--- src/rtl/gcd_pkg.sv ---
// Shared constants and controller/datapath interface types for the change dispenser.
package gcd_pkg;

   // Denomination registers and field widths
   localparam int NREG    = 4;
   localparam int DENOM_W = 16;
   localparam int COUNT_W = 16;
   localparam int SLOT_FW = 2;

   // Request codes
   localparam logic REQ_REFILL = 1'b0;
   localparam logic REQ_CHANGE = 1'b1;

   // Denomination values after reset
   localparam logic [DENOM_W-1:0] DENOM_RESET [NREG] = '{16'd1, 16'd2, 16'd5, 16'd10};

   // Controller to datapath
   typedef struct packed {
      logic start;   // item accepted this cycle
      logic pay;     // take one coin this cycle if one fits
   } dp_cmd_type;

   // Datapath to controller
   typedef struct packed {
      logic found;   // a coin fits the remaining amount
      logic done;    // taking that coin pays the amount exactly
   } dp_sts_type;

endpackage

--- src/rtl/gcd_datapath.sv ---
// Datapath: denomination registers, stock and usage counters, coin selection.
module gcd_datapath #(
   parameter int SLOT_CNT = 4,
   parameter int SLOT_W   = 2
) (
   input  logic                        clock,
   input  logic                        reset,
   input  logic                        csr_we,
   input  logic [1:0]                  csr_index,
   input  logic [gcd_pkg::DENOM_W-1:0] csr_wdata,
   input  gcd_pkg::dp_cmd_type         cmd,
   output gcd_pkg::dp_sts_type         sts,
   input  logic                        req_type,
   input  logic [gcd_pkg::SLOT_FW-1:0] req_slot,
   input  logic [gcd_pkg::COUNT_W-1:0] req_refill_count,
   input  logic [gcd_pkg::DENOM_W-1:0] req_amount,
   input  logic [SLOT_W-1:0]           emit_idx,
   output logic [gcd_pkg::SLOT_FW-1:0] rsp_out_slot,
   output logic [gcd_pkg::COUNT_W-1:0] rsp_coins_used,
   output logic [gcd_pkg::COUNT_W-1:0] rsp_stock_left,
   output logic                        rsp_success
);
   import gcd_pkg::*;

   logic [DENOM_W-1:0] denom_ff     [NREG];
   logic [COUNT_W-1:0] stock_ff     [SLOT_CNT];
   logic [COUNT_W-1:0] used_ff      [SLOT_CNT];
   logic [DENOM_W-1:0] remaining_ff;
   logic               success_ff;

   logic [SLOT_W-1:0]  pick;
   logic [DENOM_W-1:0] best;
   logic               found;
   logic [DENOM_W-1:0] rem_after;

   // Coin selection: largest fitting denomination in stock, lowest slot on ties
   always_comb begin
      best  = '0;
      pick  = '0;
      found = 1'b0;
      for (int i = 0; i < SLOT_CNT; i++) begin
         if (denom_ff[i] > best && denom_ff[i] <= remaining_ff && stock_ff[i] != '0) begin
            best  = denom_ff[i];
            pick  = SLOT_W'(i);
            found = 1'b1;
         end
      end
      rem_after = remaining_ff - best;
   end

   assign sts.found = found;
   assign sts.done  = found && (rem_after == '0);

   // Denomination registers
   always_ff @(posedge clock) begin
      if (reset) begin
         for (int i = 0; i < NREG; i++) begin
            denom_ff[i] <= DENOM_RESET[i];
         end
      end else if (csr_we) begin
         denom_ff[csr_index] <= csr_wdata;
      end
   end

   // Stock, usage and remaining amount
   always_ff @(posedge clock) begin
      if (reset) begin
         for (int i = 0; i < SLOT_CNT; i++) begin
            stock_ff[i] <= '0;
            used_ff[i]  <= '0;
         end
         remaining_ff <= '0;
         success_ff   <= 1'b0;
      end else if (cmd.start) begin
         for (int i = 0; i < SLOT_CNT; i++) begin
            used_ff[i] <= '0;
         end
         if (req_type == REQ_REFILL) begin
            if (32'(req_slot) < SLOT_CNT) begin
               stock_ff[req_slot[SLOT_W-1:0]] <= req_refill_count;
            end
            success_ff <= 1'b1;
         end else begin
            remaining_ff <= req_amount;
         end
      end else if (cmd.pay) begin
         if (found) begin
            stock_ff[pick] <= stock_ff[pick] - COUNT_W'(1);
            used_ff[pick]  <= used_ff[pick] + COUNT_W'(1);
            remaining_ff   <= rem_after;
            if (rem_after == '0) begin
               success_ff <= 1'b1;
            end
         end else begin
            success_ff <= 1'b0;
         end
      end
   end

   // Result fields for the slot being reported
   assign rsp_out_slot   = SLOT_FW'(emit_idx);
   assign rsp_coins_used = used_ff[emit_idx];
   assign rsp_stock_left = stock_ff[emit_idx];
   assign rsp_success    = success_ff;

endmodule

--- src/rtl/gcd_ctrl.sv ---
// Controller: accepts an item, runs the payout loop for a change item, then sequences the per-slot results.
module gcd_ctrl #(
   parameter int SLOT_CNT = 4,
   parameter int SLOT_W   = 2
) (
   input  logic                clock,
   input  logic                reset,
   input  logic                req_valid,
   output logic                req_ready,
   input  logic                req_type,
   output logic                rsp_valid,
   input  logic                rsp_ready,
   output logic                rsp_last,
   output gcd_pkg::dp_cmd_type cmd,
   input  gcd_pkg::dp_sts_type sts,
   output logic [SLOT_W-1:0]   emit_idx
);
   import gcd_pkg::*;

   typedef enum logic [1:0] {
      ST_IDLE,
      ST_PAY,
      ST_EMIT
   } state_type;

   state_type         state_ff;
   logic              req_ready_ff;
   logic              rsp_valid_ff;
   logic [SLOT_W-1:0] emit_idx_ff;
   logic              last_slot;

   assign last_slot = (emit_idx_ff == SLOT_W'(SLOT_CNT - 1));

   assign cmd.start = req_valid && req_ready_ff;
   assign cmd.pay   = (state_ff == ST_PAY);

   // State and registered handshake outputs
   always_ff @(posedge clock) begin
      if (reset) begin
         state_ff     <= ST_IDLE;
         req_ready_ff <= 1'b0;
         rsp_valid_ff <= 1'b0;
         emit_idx_ff  <= '0;
      end else begin
         case (state_ff)
            ST_IDLE: begin
               if (req_valid && req_ready_ff) begin
                  req_ready_ff <= 1'b0;
                  emit_idx_ff  <= '0;
                  if (req_type == REQ_CHANGE) begin
                     state_ff <= ST_PAY;
                  end else begin
                     state_ff     <= ST_EMIT;
                     rsp_valid_ff <= 1'b1;
                  end
               end else begin
                  // input opens in the cycle after reset is released
                  req_ready_ff <= 1'b1;
               end
            end
            ST_PAY: begin
               // one coin per cycle until paid or nothing fits
               if (!sts.found || sts.done) begin
                  state_ff     <= ST_EMIT;
                  rsp_valid_ff <= 1'b1;
               end
            end
            ST_EMIT: begin
               if (rsp_ready) begin
                  if (last_slot) begin
                     state_ff     <= ST_IDLE;
                     rsp_valid_ff <= 1'b0;
                     req_ready_ff <= 1'b1;
                  end else begin
                     emit_idx_ff <= emit_idx_ff + SLOT_W'(1);
                  end
               end
            end
            default: begin
               state_ff     <= ST_IDLE;
               req_ready_ff <= 1'b1;
               rsp_valid_ff <= 1'b0;
            end
         endcase
      end
   end

   assign req_ready = req_ready_ff;
   assign rsp_valid = rsp_valid_ff;
   assign rsp_last  = last_slot;
   assign emit_idx  = emit_idx_ff;

endmodule

--- src/rtl/greedy_change_dispenser.sv ---
// Top level of the greedy coin change dispenser with limited stock per slot.
//
//  Channel | Direction | Handshake             | Contents
//  req     | in        | req_valid / req_ready | type, slot, refill count, amount
//  rsp     | out       | rsp_valid / rsp_ready | one item per slot: usage, stock, success, last
//  csr     | in        | csr_we                | denomination register writes
//
// A refill item is accepted, then one result per slot is reported.
// A change item is accepted, then the coin loop runs until the amount is paid
// or no coin fits, then one result per slot is reported; the coin loop selects
// and removes a single coin each cycle. Reset clears all stock, restores the
// default denominations and keeps the input closed; it opens in the cycle after
// reset falls. Result stalls hold the block; no new item is taken until the
// last result of the item is taken.
module greedy_change_dispenser #(
   parameter int DENOM_SLOTS = 4
) (
   input  logic                        clock,
   input  logic                        reset,
   input  logic                        req_valid,
   output logic                        req_ready,
   input  logic                        req_type,
   input  logic [gcd_pkg::SLOT_FW-1:0] req_slot,
   input  logic [gcd_pkg::COUNT_W-1:0] req_refill_count,
   input  logic [gcd_pkg::DENOM_W-1:0] req_amount,
   output logic                        rsp_valid,
   input  logic                        rsp_ready,
   output logic [gcd_pkg::SLOT_FW-1:0] rsp_out_slot,
   output logic [gcd_pkg::COUNT_W-1:0] rsp_coins_used,
   output logic [gcd_pkg::COUNT_W-1:0] rsp_stock_left,
   output logic                        rsp_success,
   output logic                        rsp_last,
   input  logic                        csr_we,
   input  logic [1:0]                  csr_index,
   input  logic [gcd_pkg::DENOM_W-1:0] csr_wdata
);
   import gcd_pkg::*;

   // Only as many slots as there are denomination registers
   localparam int SLOT_CNT = (DENOM_SLOTS < NREG) ? DENOM_SLOTS : NREG;
   localparam int SLOT_W   = (SLOT_CNT > 1) ? $clog2(SLOT_CNT) : 1;

   dp_cmd_type        cmd;
   dp_sts_type        sts;
   logic [SLOT_W-1:0] emit_idx;

   gcd_ctrl #(
      .SLOT_CNT (SLOT_CNT),
      .SLOT_W   (SLOT_W)
   ) u_ctrl (
      .clock     (clock),
      .reset     (reset),
      .req_valid (req_valid),
      .req_ready (req_ready),
      .req_type  (req_type),
      .rsp_valid (rsp_valid),
      .rsp_ready (rsp_ready),
      .rsp_last  (rsp_last),
      .cmd       (cmd),
      .sts       (sts),
      .emit_idx  (emit_idx)
   );

   gcd_datapath #(
      .SLOT_CNT (SLOT_CNT),
      .SLOT_W   (SLOT_W)
   ) u_datapath (
      .clock            (clock),
      .reset            (reset),
      .csr_we           (csr_we),
      .csr_index        (csr_index),
      .csr_wdata        (csr_wdata),
      .cmd              (cmd),
      .sts              (sts),
      .req_type         (req_type),
      .req_slot         (req_slot),
      .req_refill_count (req_refill_count),
      .req_amount       (req_amount),
      .emit_idx         (emit_idx),
      .rsp_out_slot     (rsp_out_slot),
      .rsp_coins_used   (rsp_coins_used),
      .rsp_stock_left   (rsp_stock_left),
      .rsp_success      (rsp_success)
   );

   // Never ready for a new item while results are being reported
   a_no_overlap: assert property (@(posedge clock) disable iff (reset)
      !(rsp_valid && req_ready))
      else $error("req_ready high while results pending");

   // An accepted item closes the input until its results are done
   a_accept_closes: assert property (@(posedge clock) disable iff (reset)
      (req_valid && req_ready) |=> !req_ready)
      else $error("input still open after accept");

   // Taking the last result reopens the input
   a_last_reopens: assert property (@(posedge clock) disable iff (reset)
      (rsp_valid && rsp_ready && rsp_last) |=> (req_ready && !rsp_valid))
      else $error("input not reopened after last result");

   // The success flag is the same for every result of one item
   a_success_steady: assert property (@(posedge clock) disable iff (reset)
      (rsp_valid && rsp_ready && !rsp_last) |=> (rsp_valid && $stable(rsp_success)))
      else $error("success changed within one item's results");

endmodule

--- config.mk ---
export PLATFORM = sky130hd
export DESIGN_NAME = greedy_change_dispenser
export DESIGN_NICKNAME = d
export VERILOG_FILES = /design/src/rtl/gcd_pkg.sv /design/src/rtl/gcd_datapath.sv /design/src/rtl/gcd_ctrl.sv /design/src/rtl/greedy_change_dispenser.sv
export SDC_FILE = /design/constraint.sdc
export NUM_CORES = 1
export LEC_CHECK = 0
export ABC_CLOCK_PERIOD_IN_PS = 16050
export BUFFER_PORTS_ARGS = -buffer_cell sky130_fd_sc_hd__buf_2
export CORE_AREA = 2 2 167 169
export DETAILED_ROUTE_END_ITERATION = 10
export DIE_AREA = 0 0 169 171
export PLACE_DENSITY = 0.78
export SYNTH_ARGS = -nofsm -noshare
export SYNTH_HDL_FRONTEND = slang
export SYNTH_SLANG_ARGS = --single-unit
export TNS_END_PERCENT = 5
--- constraint.sdc ---
create_clock -name clock -period 16.05 [get_ports clock]
set_input_delay 0.8025 -clock clock [delete_from_list [all_inputs] [get_ports clock]]
set_output_delay 0.8025 -clock clock [all_outputs]
set_load 0.01 [all_outputs]
==> impl_metrics.csv, run 1 <==
group,metric,value,unit
pwr,total_power,0.00222,W
place,portBuffers,95,
place,place_congestion,0.965,
detailed_routing,wire_per_inst,23.5,µm
status,status,"complete, no violations",
worst_setup_path,reg2reg_depth,44,
logic_synthesis,syn-num-nets,1679,
logic_synthesis,synth_cell_types,88,
grt,grt_max_degree,69,
worst_setup_path,critPathSlowestCell,"a221oi_2",
layout,final.fill_count,2260,
die,rows,61,
worst_setup_path,cp.required,16.48,ns
logic_synthesis,dominantRegCellSynth,"edfxtp_1",
die,die-area,28900,µm²
layout,postLayoutCoreUtil,0.604,
pwr,max-vdd-ir-drop,0.000116,V
die,die_w,169,µm
logic_synthesis,yosys_register_bits,217,
timing,fin_crit,14.00,ns
worst_setup_path,worstPathArrival,14.43,ns
grt,grt_antenna_before_repair,0,
cts,cts_setup_buffers,0,
detailed_routing,drc,0,
worst_setup_path,worst-path-max-fanout,68,
detailed_routing,ant_nets,0,
worst_setup_path,crit_type,"register to register",
timing,tightest_slew,1.31,ns
timing,slew_violations,0,
grt,track_usage,0.310,
cts,htree_levels,1,
timing,setup_tns,0,ns
grt,grt_pass1_wl,69400,µm
place,dpl-instance-area,15700,µm²
logic_synthesis,synth-seq-area-share,0.420,
pwr,cellLeakagePower,6.35,nW
layout,nets,1746,
cts,cts_resized,0,
job,drv_cap,0,
cts,clk_path_buf_depth,3,
logic_synthesis,yosys_warnings,0,
detailed_routing,drt_pass1_iterations,6,
layout,drive_gt1_frac,0.147,
detailed_routing,via_per_inst,6.60,
worst_setup_path,cp-start-kind,"register",
cts,root_buffer,"clkbuf_16",
detailed_routing,drtIter0Drc,1430,
timing,post-route-period-util,0.873,
pwr,p_per_area,134,nW/µm²
place,hpwl,32300,µm
die,die_h,171,µm
worst_hold_path,hold_path.class,"register to register",
timing,fin_worst_skew,0.0244,ns
die,core-area,27300,µm²
layout,syn2layout_area_growth,10.6,%
cts,clkSinkCount,217,
worst_setup_path,cp_slowest_stage_delay,1.01,ns
worst_setup_path,cp-end-kind,"register",
logic_synthesis,avgSynthCellArea,10.0,µm²
detailed_routing,route.vias.total,12700,
cts,clk_pin_slew_worst_paths,0.06,ns
logic_synthesis,async_reset_ff_frac,0,
die,initial_core_util,0.546,
timing,hold-worst-slack,0.520,ns
die,ios,96,
detailed_routing,routed_wl,45100,µm
logic_synthesis,synth_area,14900,µm²
cts,cts_hold_buffers,0,
grt,grt_pass1_vias,12300,
logic_synthesis,syn_inst,1489,
layout,final_cell_area,16500,µm²
worst_hold_path,holdPathStages,2,
cts,insertion_delay,0.56,ns
timing,rsz0062_at_grt,"false",
timing,slew_headroom,0.124,
logic_synthesis,synth-edff-count,192,
timing,setup_viol,0,
layout,num_antenna_cells,0,
timing,hold_viol_final,0,
timing,max_clock_freq,71.4,MHz
cts,cts_buffers,25,
cts,cts_tree,"built",
grt,grt.overflow.total,0,
path summary, 6_finish.rpt:
| check | startpoint | end | slack [ns] |
|---|---|---|---|
| worst max-delay path | u_datapath.denom_ff[0][15] | u_ctrl.state_ff[0] | 2.05 |
| worst min-delay path | u_datapath.remaining_ff[13] | u_datapath.remaining_ff[13] | 0.52 |
| worst max register to register | u_datapath.denom_ff[0][15] | u_ctrl.state_ff[0] | 2.05 |
| worst min register to register | u_datapath.remaining_ff[13] | u_datapath.remaining_ff[13] | 0.52 |
registers in the layout, indices dropped and copies added (netlist names), named ones only:
register,flops
u_datapath.rsp_success,1
u_datapath.stock_ff,64
u_datapath.denom_ff,64
u_ctrl.emit_idx,2
u_ctrl.state_ff,2
u_datapath.used_ff,64
u_datapath.remaining_ff,16
u_ctrl.rsp_valid,1
u_ctrl.req_ready,1
cells in the final DEF, fill, tap and decap left out, types with 25 or more instances in the layout:
cell type / n
buf_2: 95
nor2b_1: 27
ha_1: 131
clkbuf_16: 25
mux4_2: 32
nand2_1: 146
nand3_1: 31
a21oi_1: 93
o21ai_0: 58
nand4_1: 34
edfxtp_1: 192
inv_1: 44
nor2_1: 181
and2_1: 62
worst max-delay path, delay by kind of cell (launching register included):
kind / cells / cell delay, ns
XOR/XNOR: 1 / 0.14
buffers and inverters: 2 / 0.50
multiplexers: 1 / 0.35
AO/OA/AOI/OAI: 16 / 4.58
AND/OR/NAND/NOR: 19 / 5.86
flip-flops: 1 / 0.48
adder cells (fa/ha/maj): 5 / 1.95
stage by stage:
| stage | cells | setup WS (ns) |
|---|---|---|
| floorplan | 1489 | 2.75 |
| global placement | 1875 | 2.91 |
| detailed placement | 1875 | 2.37 |
| CTS | 1921 | 2.35 |
| finish | 1921 | 2.05 |
| global route | 1921 | 1.21 |
cell families after synthesis:
family | count (synthesis) | share of synthesized area
muxes | 48 | 0.0594
DFF | 217 | 0.420
xor gates and xnor gates | 34 | 0.0200
AOI/OAI and AO/OA | 336 | 0.153
and+or+nand+nor | 604 | 0.203
buffers and inverters | 118 | 0.0336
adders and majority gates | 132 | 0.111
layout make-up:
cell class / instances / area, µm² / area share
Timing Repair Buffer: 114 / 618 / 0.0374
Clock inverter: 10 / 130 / 0.00788
Sequential cell: 217 / 6270 / 0.380
Multi-Input combinational cell: 1154 / 8180 / 0.496
Tap cell: 346 / 433 / 0.0262
Clock buffer: 36 / 717 / 0.0434
Inverter: 44 / 165 / 0.0100
synth_stat cells (all sizes together), types with 31 or more instances:
cell / count / share of area
a21oi: 95 / 0.032
inv: 44 / 0.011
nand4: 34 / 0.014
nor2: 181 / 0.046
and2: 62 / 0.026
mux4: 32 / 0.048
nand2: 147 / 0.037
ha: 131 / 0.11
edfxtp: 192 / 0.39
nand3: 31 / 0.010
clkbuf: 46 / 0.012
o21ai: 59 / 0.020
routing by layer:
layer	vias up	routed length [µm]	global-route usage	share of wire
met3	119	4860	0.0641	0.11
li1	5732	-	-	-
met4	0	1440	0.0996	0.032
met1	6050	18400	0.429	0.41
met5	-	0	0	0
met2	775	20300	0.492	0.45
where the power goes:
part           total [W]  internal (W)  switching [W]
Clock           0.000589      0.000346       0.000243
Combinational   0.000931      0.000339       0.000592
Sequential      0.000700      0.000660      0.0000403
Total            0.00222       0.00135       0.000875
Note: power is estimated with default switching activity, not from simulation.
==> run 2: changes to the inputs <==
--- a/config.mk
+++ b/config.mk
@@ -10,6 +10,7 @@
 export CORE_AREA = 2 2 167 169
 export DETAILED_ROUTE_END_ITERATION = 10
 export DIE_AREA = 0 0 169 171
+export MAX_ROUTING_LAYER = met4
 export PLACE_DENSITY = 0.78
 export SYNTH_ARGS = -nofsm -noshare
 export SYNTH_HDL_FRONTEND = slang
==> run 2 against run 1 <==
Flip-flop and latch count unchanged. Critical path depth up 1. Die area unchanged. Worst setup slack better by 0.27 ns. Non-clock buffer count unchanged. Design area down 0.51%. Wire length down 0.42%. Register-to-register slack better by 0.27 ns. Sequential power about the same.
==> impl_metrics.csv, run 2 (synthesis results as in run 1) <==
group,metric,value,unit
worst_setup_path,worstPathArrival,14.15,ns
grt,grt.overflow.total,0,
grt,grt_max_degree,75,
timing,post-route-period-util,0.856,
worst_setup_path,worst-path-max-fanout,68,
detailed_routing,drc,0,
grt,track_usage,0.319,
pwr,total_power,0.00219,W
die,rows,61,
worst_setup_path,crit_type,"register to register",
detailed_routing,routed_wl,44900,µm
die,core-area,27300,µm²
worst_hold_path,holdPathStages,2,
timing,rsz0062_at_grt,"false",
job,drv_cap,0,
cts,clk_path_buf_depth,3,
cts,cts_resized,0,
layout,final.fill_count,2290,
cts,root_buffer,"clkbuf_16",
timing,setup_viol,0,
layout,most-common-layout-cells,"192 x edfxtp_1, 181 x nor2_1, 146 x nand2_1, 131 x ha_1, 95 x buf_2",
worst_setup_path,r2r-start,"u_datapath.denom_ff[0][15]",
pwr,cellLeakagePower,6.31,nW
detailed_routing,wire_per_inst,23.4,µm
layout,syn2layout_area_growth,10.1,%
pwr,max-vdd-ir-drop,0.0000961,V
cts,clk_pin_slew_worst_paths,0.06,ns
timing,fin_crit,13.73,ns
worst_setup_path,cp-start-kind,"register",
worst_setup_path,r2r_end,"u_ctrl.state_ff[0]",
cts,htree_levels,1,
pwr,p_per_area,133,nW/µm²
worst_setup_path,crit_end,"u_ctrl.state_ff[0]",
place,portBuffers,95,
detailed_routing,drt_pass1_iterations,5,
grt,grt_pass1_wl,69200,µm
layout,num_antenna_cells,0,
detailed_routing,ant_nets,0,
worst_setup_path,r2r_slack,2.32,ns
cts,cts_hold_buffers,0,
detailed_routing,route.vias.total,12800,
place,place_congestion,0.986,
layout,finalNonFillerCells,1919,
worst_setup_path,critPathSlowestCell,"a221oi_2",
cts,cts_buffers,24,
die,initial_core_util,0.546,
cts,clkSinkCount,217,
timing,setup_tns,0,ns
layout,nets,1745,
grt,grt_antenna_before_repair,0,
status,status,"complete, no violations",
detailed_routing,via_per_inst,6.66,
place,hpwl,32500,µm
die,die-area,28900,µm²
worst_setup_path,reg2reg_depth,45,
place,placed_cells,1875,
worst_setup_path,cp-end-kind,"register",
die,die_w,169,µm
worst_setup_path,cp.required,16.47,ns
layout,top_regs,"u_datapath.denom_ff x64, u_datapath.stock_ff x64, u_datapath.used_ff x64",
cts,cts_tree,"built",
timing,fin_worst_skew,0.0343,ns
grt,grt_pass1_vias,12200,
timing,hold_viol_final,0,
cts,insertion_delay,0.55,ns
worst_setup_path,critPathLaunch,"u_datapath.denom_ff[0][15]",
timing,slew_headroom,0.109,
timing,max_clock_freq,72.8,MHz
die,die_h,171,µm
layout,drive_gt1_frac,0.142,
die,ios,96,
worst_setup_path,cp_slowest_stage_delay,1.02,ns
cts,cts_setup_buffers,0,
detailed_routing,drtIter0Drc,1654,
timing,slew_violations,0,
worst_hold_path,hold_path.class,"register to register",
layout,layout_commonest_cell,"edfxtp_1",
timing,tightest_slew,1.34,ns
[run 2: changes by cell type in the layout (fill, tap and decap cells not counted)]
cell / delta
clkbuf_8: -5
inv_16: -1
inv_8: -1
clkbuf_16: -1
clkinv_4: +1
clkinv_1: +5
clkinv_8: +1
inv_6: +1
clkinv_2: -1
clkinvlp_4: -1
[run 2: how the worst min path moves through the flow]
stage | end | startpoint | slack (ns)
6_report | u_ctrl.rsp_valid | u_ctrl.rsp_valid | 0.49
3_5_place_dp | u_ctrl.rsp_valid | u_ctrl.rsp_valid | 0.46
4_1_cts | u_ctrl.rsp_valid | u_ctrl.rsp_valid | 0.48
2_1_floorplan | u_ctrl.rsp_valid | u_ctrl.rsp_valid | 0.48
3_3_place_gp | u_ctrl.rsp_valid | u_ctrl.rsp_valid | 0.46
5_1_grt | u_ctrl.rsp_valid | u_ctrl.rsp_valid | 0.54
[run 2: layout make-up]
cell class	instances	area, µm²	area share
Clock buffer	30	623	0.0379
Clock inverter	14	139	0.00845
Inverter	44	165	0.0101
Multi-Input combinational cell	1154	8180	0.498
Sequential cell	217	6270	0.381
Tap cell	346	433	0.0264
Timing Repair Buffer	114	618	0.0376
[run 2: through the flow]
stage	instance area (µm²)	worst slack [ns]	util	hold slack, ns
final	16400	2.32	0.601	0.486
after global routing	16400	1.56	0.601	0.539
after CTS	16400	2.59	0.601	0.482
after detailed placement	15700	2.63	0.573	0.456
after global placement	15700	3.15	0.573	0.456
after floorplan	14900	2.75	-	0.484
[run 2: power breakdown]
part / total (W) / switching (W) / internal [W] / leakage, nW
Combinational: 0.000941 / 0.000600 / 0.000341 / 3.77
Sequential: 0.000700 / 0.0000402 / 0.000660 / 2.17
Clock: 0.000548 / 0.000238 / 0.000310 / 0.367
[run 2: routing by layer]
layer	global-route usage	vias up	share of wire
met3	0.0509	111	0.10
met2	0.488	735	0.45
li1	-	5736	-
met1	0.441	6200	0.42
met5	-	-	0
met4	0.0962	0	0.029
[run 2: critical path, delay by kind of cell (launching register included)]
| family | cells | cell delay [ns] |
|---|---|---|
| AO/OA/AOI/OAI | 17 | 4.92 |
| XOR/XNOR | 1 | 0.14 |
| adder cells (fa/ha/maj) | 6 | 1.94 |
| buffers and inverters | 1 | 0.27 |
| flip-flops | 1 | 0.46 |
| AND/OR/NAND/NOR | 20 | 5.82 |
==> run 3: changes to the inputs <==
--- a/config.mk
+++ b/config.mk
@@ -7,11 +7,13 @@
 export LEC_CHECK = 0
 export ABC_CLOCK_PERIOD_IN_PS = 16050
 export BUFFER_PORTS_ARGS = -buffer_cell sky130_fd_sc_hd__buf_2
-export CORE_AREA = 2 2 167 169
+export CELL_PAD_IN_SITES_DETAIL_PLACEMENT = 1
+export CELL_PAD_IN_SITES_GLOBAL_PLACEMENT = 1
+export CORE_AREA = 2 2 178 180
 export DETAILED_ROUTE_END_ITERATION = 10
-export DIE_AREA = 0 0 169 171
+export DIE_AREA = 0 0 180 182
 export MAX_ROUTING_LAYER = met4
-export PLACE_DENSITY = 0.78
+export PLACE_DENSITY = 0.84
 export SYNTH_ARGS = -nofsm -noshare
 export SYNTH_HDL_FRONTEND = slang
 export SYNTH_SLANG_ARGS = --single-unit
==> run 3 against run 2 <==
Sequential share of layout area is 0.42 points lower. Via count grew 1.4%. Die area rose by 13%. Worst hold slack worse by 0.011 ns. Register-to-register slack got worse by 0.48 ns. Sequential power barely moved. Total power up 4.3%. Wire length rose by 17%. Critical path depth down 1. Highest routed layer unchanged.
==> impl_metrics.csv, run 3 (synthesis results as in run 1) <==
group,metric,value,unit
status,status,"complete, no violations",
layout,layout_commonest_cell,"edfxtp_1",
timing,hold_viol_final,0,
worst_setup_path,cp-end-kind,"register",
grt,use_met3,0.0391,
pwr,cellLeakagePower,6.36,nW
timing,fin_crit,14.21,ns
cts,cts_resized,0,
worst_setup_path,cp-start-kind,"register",
layout,postLayoutCoreUtil,0.536,
die,die-area,32800,µm²
pwr,max-vdd-ir-drop,0.0000939,V
detailed_routing,via_per_inst,6.54,
detailed_routing,wire_per_inst,26.6,µm
grt,met2_usage,0.554,
timing,tightest_slew,1.35,ns
cts,cts_setup_buffers,0,
pwr,p_per_area,137,nW/µm²
worst_setup_path,cp.required,16.51,ns
grt,grt_antenna_before_repair,0,
cts,cts_hold_buffers,0,
grt,use_met1,0.403,
layout,drive_gt1_frac,0.146,
worst_setup_path,crit_type,"register to register",
cts,root_buffer,"clkbuf_16",
cts,clkSinkCount,217,
timing,fin_worst_skew,0.0217,ns
die,die_h,182,µm
grt,grt.overflow.total,0,
grt,track_usage,0.329,
worst_setup_path,worstPathArrival,14.67,ns
detailed_routing,drt_pass1_iterations,7,
detailed_routing,route.vias.total,13000,
cts,htree_levels,1,
worst_setup_path,critPathSlowestCell,"a221oi_2",
layout,top_regs,"u_datapath.denom_ff x64, u_datapath.stock_ff x64, u_datapath.used_ff x64",
cts,clk_path_buf_depth,3,
grt,grt_max_degree,69,
grt,top_usage_layer,"met2",
timing,post-route-period-util,0.886,
grt,grt_pass1_vias,13700,
timing,slew_violations,0,
cts,cts_tree,"built",
cts,cts_buffers,26,
layout,nets,1749,
die,die_w,180,µm
layout,final.fill_count,3434,
place,place_congestion,0.946,
layout,most-common-layout-cells,"192 x edfxtp_1, 181 x nor2_1, 146 x nand2_1, 131 x ha_1, 95 x buf_2",
detailed_routing,ant_nets,0,
timing,hold-worst-slack,0.476,ns
place,hpwl,38600,µm
timing,slew_headroom,0.0996,
die,ios,96,
grt,grt_pass1_wl,80800,µm
die,initial_core_util,0.482,
detailed_routing,drc,0,
worst_setup_path,cp_slowest_stage_delay,1.03,ns
timing,setup_tns,0,ns
detailed_routing,drtIter0Drc,1155,
die,core-area,31000,µm²
detailed_routing,routed_wl,52700,µm
cts,insertion_delay,0.56,ns
cts,clk_pin_slew_worst_paths,0.06,ns
timing,max_clock_freq,70.4,MHz
place,portBuffers,95,
worst_setup_path,worst-path-max-fanout,68,
die,rows,65,
timing,setup_viol,0,
timing,rsz0062_at_grt,"false",
worst_hold_path,hold_path.class,"register to register",
job,drv_cap,0,
layout,syn2layout_area_growth,11.3,%
-- run 3: cell types whose count changed in the layout (fill, tap and decap cells not counted), sizes merged --
cell,delta
buf,+2
diode,+2
clkinv,-3
clkbuf,+9
inv,-2
-- run 3: layout make-up --
class | count | area (µm²) | area share
repair buffers | 116 | 633 | 0.0381
multi-input cells | 1154 | 8190 | 0.493
inverters | 44 | 165 | 0.00994
well taps | 402 | 503 | 0.0303
flip-flops and latches | 217 | 6270 | 0.377
clock inverters | 9 | 104 | 0.00625
clock buffers | 39 | 739 | 0.0445
diodes | 2 | 5.00 | 0.000301
-- run 3: path summary, 6_finish.rpt --
check / end / from / slack [ns] / cells past startpoint
max reg2reg: u_ctrl.state_ff[0] / u_datapath.remaining_ff[14] / 1.84 / 44
min reg2reg: u_ctrl.rsp_valid / u_ctrl.rsp_valid / 0.48 / 2
max: u_ctrl.state_ff[0] / u_datapath.remaining_ff[14] / 1.84 / 44
min: u_ctrl.rsp_valid / u_ctrl.rsp_valid / 0.48 / 2
-- run 3: critical path: cells and delay by family, from the launching register on --
kind                     cells  cell delay [ns]
AO/OA/AOI/OAI               16             5.13
XOR/XNOR                     1             0.14
adder cells (fa/ha/maj)      5             1.81
buffers and inverters        2             0.25
flip-flops                   1             0.39
multiplexers                 1             0.36
AND/OR/NAND/NOR             19             5.99
-- run 3: routing by layer --
metal	wire length [µm]	vias up
met5	0	-
met4	2260	0
met3	3280	172
met2	25800	542
met1	21400	6514
li1	-	5735
-- run 3: through the flow --
stage / setup WS [ns] / cell area, µm² / instances / power [W]
after detailed placement: 2.28 / 15800 / 1933 / 0.00166
after global placement: 2.86 / 15800 / 1933 / 0.00162
after floorplan: 2.75 / 14900 / 1489 / 0.00138
after global routing: 0.962 / 16600 / 1981 / 0.00239
final: 1.84 / 16600 / 1983 / 0.00228
after CTS: 2.12 / 16600 / 1981 / 0.00227
-- run 3: power breakdown --
group,switching [W],internal (W)
logic,0.000635,0.000346
clock network,0.000250,0.000349
registers,0.0000433,0.000660
